### src/sv/ffha_pkg.sv
// Package for the first-fit heap allocator: sizes, header layout, item types,
// controller states and the command/status bundles between controller and datapath.
// No dependencies.
package ffha_pkg;

    localparam int HEAP_UNITS   = 65536;
    localparam int HEADER_UNITS = 1;
    localparam int ADDR_W       = $clog2(HEAP_UNITS);
    localparam int SIZE_W       = 16;
    localparam int NEXT_W       = SIZE_W + 2;
    localparam int HDR_W        = SIZE_W + 2;

    typedef enum logic [1:0] {
        ST_OK          = 2'd0,
        ST_NO_SPACE    = 2'd1,
        ST_BAD_ADDRESS = 2'd2
    } t_status;

    localparam logic CMD_ALLOCATE = 1'b0;
    localparam logic CMD_RELEASE  = 1'b1;

    typedef struct packed {
        logic              cmd;
        logic [SIZE_W-1:0] request_size;
        logic [SIZE_W-1:0] release_address;
    } t_in_item;

    typedef struct packed {
        logic [SIZE_W-1:0] grant_address;
        logic [1:0]        status;
    } t_out_item;

    typedef struct packed {
        logic              last;
        logic              free;
        logic [SIZE_W-1:0] size;
    } t_hdr;

    typedef enum logic [3:0] {
        S_INIT, S_IDLE, S_A_CHK, S_A_SPLIT, S_R_CHK,
        S_C_START, S_C_LOAD, S_C_EVAL, S_C_N
    } t_state;

    typedef enum logic [1:0] { RD_ZERO, RD_NEXT_CUR, RD_NEXT_REG } t_rd_sel;
    typedef enum logic [1:0] { A_HOLD, A_ZERO, A_NEXT_CUR, A_NEXT_REG } t_a_op;
    typedef enum logic [1:0] { H_HOLD, H_LOAD_RD, H_LOAD_MERGED } t_h_op;
    typedef enum logic [2:0] {
        W_NONE, W_INIT, W_EXACT, W_SPLIT_TAIL, W_SPLIT_HEAD, W_FREE_MARK, W_MERGE
    } t_wr_op;

    typedef struct packed {
        logic    latch_in;
        logic    rd_en;
        t_rd_sel rd_sel;
        t_a_op   a_op;
        t_h_op   h_op;
        t_wr_op  wr_op;
        logic    res_en;
        logic    res_grant;
        t_status res_status;
    } t_dp_cmd;

    typedef struct packed {
        logic is_alloc;
        logic fit;
        logic exact;
        logic split_ok;
        logic last_cur;
        logic free_cur;
        logic addr_match;
        logic last_reg;
        logic both_free;
    } t_dp_stat;

endpackage

### src/sv/ffha_ctrl.sv
// Controller of the heap allocator: walks the header chain, sequences splits,
// releases and the merge pass, and raises the result strobe. Depends on ffha_pkg.
module ffha_ctrl (
    input  logic               i_clk,
    input  logic               i_rst_n,
    input  logic               i_start,
    input  ffha_pkg::t_dp_stat i_stat,
    output ffha_pkg::t_dp_cmd  o_cmd,
    output logic               o_busy,
    output logic               o_done
);
    import ffha_pkg::*;

    t_state r_state, n_state;
    logic   r_done, n_done;

    always_ff @(posedge i_clk) begin
        if (!i_rst_n) begin
            r_state <= S_INIT;
            r_done  <= 1'b0;
        end else begin
            r_state <= n_state;
            r_done  <= n_done;
        end
    end

    always_comb begin
        n_state = r_state;
        unique case (r_state)
            S_INIT: n_state = S_IDLE;
            S_IDLE: begin
                if (i_start) begin
                    n_state = S_A_CHK;
                end
            end
            S_A_CHK: begin
                // The command bit is only latched at acceptance, so the branch is
                // resolved in the cycle after; both walks start the same way.
                if (!i_stat.is_alloc) begin
                    n_state = S_R_CHK;
                end else if (i_stat.fit) begin
                    if (i_stat.exact) n_state = S_IDLE;
                    else if (i_stat.split_ok) n_state = S_A_SPLIT;
                    else n_state = S_IDLE;
                end else if (i_stat.last_cur) begin
                    n_state = S_IDLE;
                end
            end
            S_A_SPLIT: n_state = S_IDLE;
            S_R_CHK: begin
                if (i_stat.addr_match) begin
                    n_state = i_stat.free_cur ? S_IDLE : S_C_START;
                end else if (i_stat.last_cur) begin
                    n_state = S_IDLE;
                end
            end
            S_C_START: n_state = S_C_LOAD;
            S_C_LOAD:  n_state = S_C_EVAL;
            S_C_EVAL:  n_state = i_stat.last_reg ? S_IDLE : S_C_N;
            S_C_N:     n_state = S_C_EVAL;
            default:   n_state = S_INIT;
        endcase
    end

    always_comb begin
        o_cmd            = '0;
        o_cmd.rd_sel     = RD_ZERO;
        o_cmd.a_op       = A_HOLD;
        o_cmd.h_op       = H_HOLD;
        o_cmd.wr_op      = W_NONE;
        o_cmd.res_status = ST_OK;
        n_done           = 1'b0;
        unique case (r_state)
            S_INIT: o_cmd.wr_op = W_INIT;
            S_IDLE: begin
                if (i_start) begin
                    o_cmd.latch_in = 1'b1;
                    o_cmd.rd_en    = 1'b1;
                    o_cmd.a_op     = A_ZERO;
                end
            end
            S_A_CHK: begin
                if (!i_stat.is_alloc) begin
                    // Release items pass through here once with the header at zero.
                    o_cmd.rd_en = 1'b1;
                    o_cmd.rd_sel = RD_ZERO;
                end else if (i_stat.fit) begin
                    o_cmd.res_en = 1'b1;
                    if (i_stat.exact) begin
                        o_cmd.wr_op     = W_EXACT;
                        o_cmd.res_grant = 1'b1;
                        n_done          = 1'b1;
                    end else if (i_stat.split_ok) begin
                        o_cmd.wr_op     = W_SPLIT_TAIL;
                        o_cmd.res_grant = 1'b1;
                    end else begin
                        o_cmd.res_status = ST_NO_SPACE;
                        n_done           = 1'b1;
                    end
                end else if (i_stat.last_cur) begin
                    o_cmd.res_en     = 1'b1;
                    o_cmd.res_status = ST_NO_SPACE;
                    n_done           = 1'b1;
                end else begin
                    o_cmd.rd_en  = 1'b1;
                    o_cmd.rd_sel = RD_NEXT_CUR;
                    o_cmd.a_op   = A_NEXT_CUR;
                end
            end
            S_A_SPLIT: begin
                o_cmd.wr_op = W_SPLIT_HEAD;
                n_done      = 1'b1;
            end
            S_R_CHK: begin
                if (i_stat.addr_match) begin
                    if (i_stat.free_cur) begin
                        o_cmd.res_en     = 1'b1;
                        o_cmd.res_status = ST_BAD_ADDRESS;
                        n_done           = 1'b1;
                    end else begin
                        o_cmd.wr_op = W_FREE_MARK;
                    end
                end else if (i_stat.last_cur) begin
                    o_cmd.res_en     = 1'b1;
                    o_cmd.res_status = ST_BAD_ADDRESS;
                    n_done           = 1'b1;
                end else begin
                    o_cmd.rd_en  = 1'b1;
                    o_cmd.rd_sel = RD_NEXT_CUR;
                    o_cmd.a_op   = A_NEXT_CUR;
                end
            end
            S_C_START: begin
                o_cmd.rd_en = 1'b1;
                o_cmd.a_op  = A_ZERO;
            end
            S_C_LOAD: o_cmd.h_op = H_LOAD_RD;
            S_C_EVAL: begin
                if (i_stat.last_reg) begin
                    o_cmd.res_en = 1'b1;
                    n_done       = 1'b1;
                end else begin
                    o_cmd.rd_en  = 1'b1;
                    o_cmd.rd_sel = RD_NEXT_REG;
                end
            end
            S_C_N: begin
                if (i_stat.both_free) begin
                    // Stay on the same header: the merged block may absorb more.
                    o_cmd.wr_op = W_MERGE;
                    o_cmd.h_op  = H_LOAD_MERGED;
                end else begin
                    o_cmd.a_op = A_NEXT_REG;
                    o_cmd.h_op = H_LOAD_RD;
                end
            end
            default: ;
        endcase
    end

    assign o_busy = (r_state != S_IDLE);
    assign o_done = r_done;
endmodule

### config.mk
export PLATFORM = sky130hd
export DESIGN_NAME = ffha_ctrl
export DESIGN_NICKNAME = d
export VERILOG_FILES = /design/src/sv/ffha_pkg.sv /design/src/sv/ffha_ctrl.sv
export SDC_FILE = /design/constraint.sdc
export NUM_CORES = 1
export LEC_CHECK = 0
export BUFFER_PORTS_ARGS = -buffer_cell sky130_fd_sc_hd__buf_2
export CAP_MARGIN = 15
export CORE_MARGIN = 2
export CORE_UTILIZATION = 44
export CTS_CLUSTER_DIAMETER = 120
export DETAILED_ROUTE_END_ITERATION = 8
export HOLD_SLACK_MARGIN = 0.06
export PLACE_DENSITY_LB_ADDON = 0.05
export SYNTH_ARGS = -nofsm -noshare
export SYNTH_HDL_FRONTEND = slang
export SYNTH_SLANG_ARGS = --single-unit
### constraint.sdc
create_clock -name i_clk -period 1.6 [get_ports i_clk]
set_input_delay 0.24 -clock i_clk [delete_from_list [all_inputs] [get_ports i_clk]]
set_output_delay 0.24 -clock i_clk [all_outputs]
set_load 0.1 [all_outputs]
==> summary.md, run 1 <==
| Metric | Value |
|---|---|
| Cell Area, Synth | `582 µm²` |
| Die X | `between 40 and 50 µm` |
| Count leader, synth | `nor2_1` |
| Yosys reg bits | `5` |
| Initial core utilization | `0.459` |
| Multiplexer area fraction after synthesis | `0.0172` |
| Async set-or-reset flop fraction in the synthesized netlist | `0` |
| Die height | `40.4 µm` |
| Row Count | `13` |
| Status | `did not finish` |
| Io pins | `29` |
| Placed Area | `roughly 0.0012 mm²` |
| Clock root buffer | `clkbuf_4` |
| Xor and xnor area share after synthesis | `0` |
| Commonest cells post-synth | `nor2_1 (15), a21oi_1 (8), nor3_1 (7), o21ai_0 (6)` |
| Post-synth EDFFs | `0` |
| Resize count post-CTS | `39` |
| Clock Sink Count | `5` |
| Post-CTS setup buffer count | `18` |
| Post-synth cell types | `34` |
| Input/output buffers | `28` |
| Syn avg cell area | `around 6.5 µm²` |
| Clock Tree Buf Depth | `2` |
| Final GP Congestion | `~0.99` |
| CTS Buf Count | `3` |
| Area share of the largest cell type after synthesis | `0.172` |
| Largest area contributor in the netlist | `dfxtp_1` |
| Placed insts | `roughly 140` |
| Syn_nets | `about 100` |
| Ys flop type | `dfxtp_1` |
| Simple logic cell fraction of the synthesized area | `0.486` |
| Synth Warn # | `0` |
| Sequential cell area fraction in the yosys report | `0.172` |
| Syn Inst Count | `90` |
| CTS H-tree depth | `1` |
| Stopped at | `clock tree synthesis` |
| Largest family of logic cells by synthesized area | `simple AND/OR/NAND/NOR gates` |
| Compound-Gate Fraction of Synth Area | `0.273` |
| Detail Placement HPWL | `approximately 2.5 mm` |
| Tool error | `[ERROR DPL-0038] Utilization greater than 100%, impossible to legalize` |
| Area share of fa/ha/maj cells after synthesis | `0` |
| Hold-fix buffers, CTS | `0` |
| Dominant cells by area after synthesis | `dfxtp_1 (17%), nor2_1 (9.7%), a21oi_1 (6.9%)` |
per-stage QoR:
step	setup TNS, ns	worst slack [ns]
floorplan	-2.20	-0.567
detailed placement	-0.148	-0.0557
global placement	0	0.0458
cell families after synthesis:
family	Yosys count
and+or+nand+nor	52
muxes	1
buffers and inverters	6
AOI/OAI and AO/OA	26
DFF	5
==> run 2: changes to the inputs <==
--- a/config.mk
+++ b/config.mk
@@ -7,12 +7,10 @@
 export LEC_CHECK = 0
 export BUFFER_PORTS_ARGS = -buffer_cell sky130_fd_sc_hd__buf_2
 export CAP_MARGIN = 15
-export CORE_MARGIN = 2
-export CORE_UTILIZATION = 44
-export CTS_CLUSTER_DIAMETER = 120
+export CORE_AREA = 2 2 63 65
 export DETAILED_ROUTE_END_ITERATION = 8
-export HOLD_SLACK_MARGIN = 0.06
-export PLACE_DENSITY_LB_ADDON = 0.05
+export DIE_AREA = 0 0 65 67
+export PLACE_DENSITY_LB_ADDON = 0.15
 export SYNTH_ARGS = -nofsm -noshare
 export SYNTH_HDL_FRONTEND = slang
 export SYNTH_SLANG_ARGS = --single-unit
==> run 2 against run 1 <==
Net effect:
- the flow now finishes, with violations (negative setup slack)
- synthesized cell count unchanged
- synthesized area unchanged
==> summary.md, run 2 <==
| Metric | Value |
|---|---|
| Status | `complete, but fails checks` |
| Failing checks | `negative setup slack` |
| Area delta synth->final | `158%` |
| Max reg flops | `4` |
| Count leader, synth | `nor2_1` |
| Dominant cells by area after synthesis | `dfxtp_1 (17%), nor2_1 (9.7%), a21oi_1 (6.9%)` |
| Total GRT Usage | `0.127` |
| Most frequent cells in the layout | `buf_4 (21), buf_12 (16), buf_2 (12), nor2_1 (11), o21ai_0 (5)` |
| Syn_nets | `between 100 and 150` |
| Total power | `0.000910 W` |
| Die X | `between 60 and 70 µm` |
| Syn avg cell area | `approximately 6.5 µm²` |
| Detail Placement HPWL | `between 1.5 and 2 mm` |
| DRT iter0 DRCs | `13` |
| Slowest stage delay, CP | `between 0.3 and 0.4 ns` |
| Compound-Gate Fraction of Synth Area | `0.273` |
| Initial antenna violation count | `0` |
| CP required | `roughly 1.4 ns` |
| Worst VDD drop | `slightly above 0.2 mV` |
| Ys flop type | `dfxtp_1` |
| Setup crit end kind | `primary output` |
| Clock Sink Count | `5` |
| Hold_ws | `~0.33 ns` |
| # nets final | `about 160` |
| Cells along the critical path | `buf_8 > nor3_4 > a32o_4 > or2_4 > buf_12` |
| Syn Inst Count | `90` |
| Clk_lat worst skew | `between 0.2 and 0.25 ns` |
| Clock root buffer | `clkbuf_8` |
| Full die area | `0.00436 mm²` |
| CP Class | `flop to primary output` |
| Rel. slew slack | `0.680` |
| Row Count | `22` |
| Core Footprint | `between 0.003 and 0.004 mm²` |
| Max Freq | `0.571 GHz` |
| Leading cell type in the layout, fill and taps excluded | `buf_4` |
| RSZ-0062 raised after global routing | `true` |
| Final worst setup slack | `-0.152 ns` |
| Yosys reg bits | `5` |
| Post-route clock period utilization | `1.10` |
| Layout cells sized above 1 | `0.671` |
| Clk_skew | `~0.0038 ns` |
| DRC Markers | `0` |
| Worst path bufs/invs | `2` |
| Post-DR wirelength/cell | `between 10 and 15 µm` |
| Routed WL | `roughly 2.6 mm` |
| Async set-or-reset flop fraction in the synthesized netlist | `0` |
| Fin. max-slew vios | `0` |
| Overflow left after global routing | `0` |
| Cell Area, Synth | `between 500 and 600 µm²` |
| CTS Buf Count | `3` |
| Io pins | `29` |
| Vias in the first global route | `851` |
| Largest family of logic cells by synthesized area | `simple AND/OR/NAND/NOR gates` |
| Setup violators final | `14` |
| Crit path arrival time | `roughly 1.5 ns` |
| Initial core utilization | `0.161` |
| Clock Tree Buf Depth | `2` |
| Input/output buffers | `28` |
| Footprint of the multi-input gates | `about 680 µm²` |
| Reg area | `approximately 120 µm²` |
| Crit-path leading delay family | `flip-flops` |
| Largest Register | `r_state` |
| Hold-fix buffers, CTS | `0` |
| Worst-Margin Slew | `around 0.48 ns` |
| Filler Cell Count | `about 360` |
| Post-synth EDFFs | `0` |
| # diodes | `0` |
| Remaining antenna violation count | `0` |
| Xor and xnor area share after synthesis | `0` |
| Multiplexer area fraction after synthesis | `0.0172` |
| CP max FO | `7` |
| PwrDens | `a little over 600 mW/mm²` |
| CTS tree | `yes` |
| Post-synth cell types | `34` |
| Largest area contributor in the netlist | `dfxtp_1` |
| Final Hold Vio Count | `0` |
| Worst Setup Start Kind | `flop` |
| Final GP Congestion | `0.907` |
| Reg clk slew, reported paths | `roughly 0.040 ns` |
| Maxcap violations | `0` |
| Routed via count | `just under 900` |
| Static Leak | `just over 0.6 nW` |
| Synth Warn # | `0` |
| Area share of the largest cell type after synthesis | `0.172` |
| CP max stage cell | `dfxtp_4` |
| Die height | `67 µm` |
| Vias per cell | `about 4.6` |
| Simple logic cell fraction of the synthesized area | `0.486` |
| Commonest cells post-synth | `nor2_1 (15), a21oi_1 (8), nor3_1 (7), o21ai_0 (6)` |
| Area share of fa/ha/maj cells after synthesis | `0` |
| Sequential cell area fraction in the yosys report | `0.172` |
| HP Class | `primary input to flop` |
| CTS H-tree depth | `1` |
| Min cycle time layout | `1.75 ns` |
| Largest net degree at the start of global routing | `10` |
| First-pass GRT wire length | `approximately 4.2 mm` |
| DR pass1 iterations | `4` |
-- run 2: cells by family (layout without fill, tap and decap cells) --
logic type	after synthesis	after routing
simple gates	52	52
flops	5	5
mux	1	1
compound gates	26	26
buf+inv	6	59
-- run 2: worst paths after layout --
| kind | cells after the start | startpoint | endpoint | slack (ns) |
|---|---|---|---|---|
| worst min register to register | 3 | r_state[0] | r_state[2] | 0.57 |
| worst max-delay path | 5 | r_state[3] | o_cmd[10] | -0.15 |
| worst min-delay path | 2 | i_rst_n | r_state[3] | 0.33 |
| worst max register to register | 6 | r_state[1] | r_state[1] | 0.22 |
-- run 2: power breakdown --
| group | total (W) | internal [W] | switching [W] |
|---|---|---|---|
| clock | 0.000235 | 0.000171 | 0.0000641 |
| sequential | 0.000142 | 0.000131 | 0.0000115 |
| combinational | 0.000532 | 0.000208 | 0.000324 |
-- run 2: final cells by class --
| type | count | share of cell area |
|---|---|---|
| multi-input cells | 79 | 0.452 |
| repair buffers | 54 | 0.399 |
| flip-flops and latches | 5 | 0.0767 |
| clock buffers | 4 | 0.0300 |
| well taps | 48 | 0.0400 |
| inverters | 1 | 0.00250 |
-- run 2: layer usage --
layer | global-route usage | share of wire
met5 | 0 | 0
met4 | 0.0160 | 0
met3 | 0.0321 | 0.043
met2 | 0.218 | 0.54
met1 | 0.164 | 0.42
-- run 2: stage by stage --
step | TNS [ns] | instances | worst slack, ns | util | cell area (µm²)
3_5_place_dp | 0 | 181 | 0.0124 | 0.357 | 1290
4_1_cts | -1.18 | 190 | -0.132 | 0.408 | 1470
5_1_grt | -2.11 | 191 | -0.196 | 0.416 | 1500
3_3_place_gp | 0 | 181 | 0.0510 | 0.357 | 1290
6_report | -1.20 | 191 | -0.152 | 0.416 | 1500
2_1_floorplan | -2.20 | 90 | -0.567 | - | 728
-- run 2: worst register-to-register path, delay by kind of cell, from the launching register on --
family / cells / cell delay, ns
buffers and inverters: 2 / 0.33
DFF: 1 / 0.36
and+or+nand+nor: 2 / 0.37
AOI/OAI and AO/OA: 2 / 0.20
-- run 2: timing repair --
item                                    CTS  global route
buffers inserted                          5             1
endpoints found under the setup margin   16            16
gates resized for setup                  27             5
pin swaps                                 4             4
Note: power is estimated with default switching activity, not from simulation.
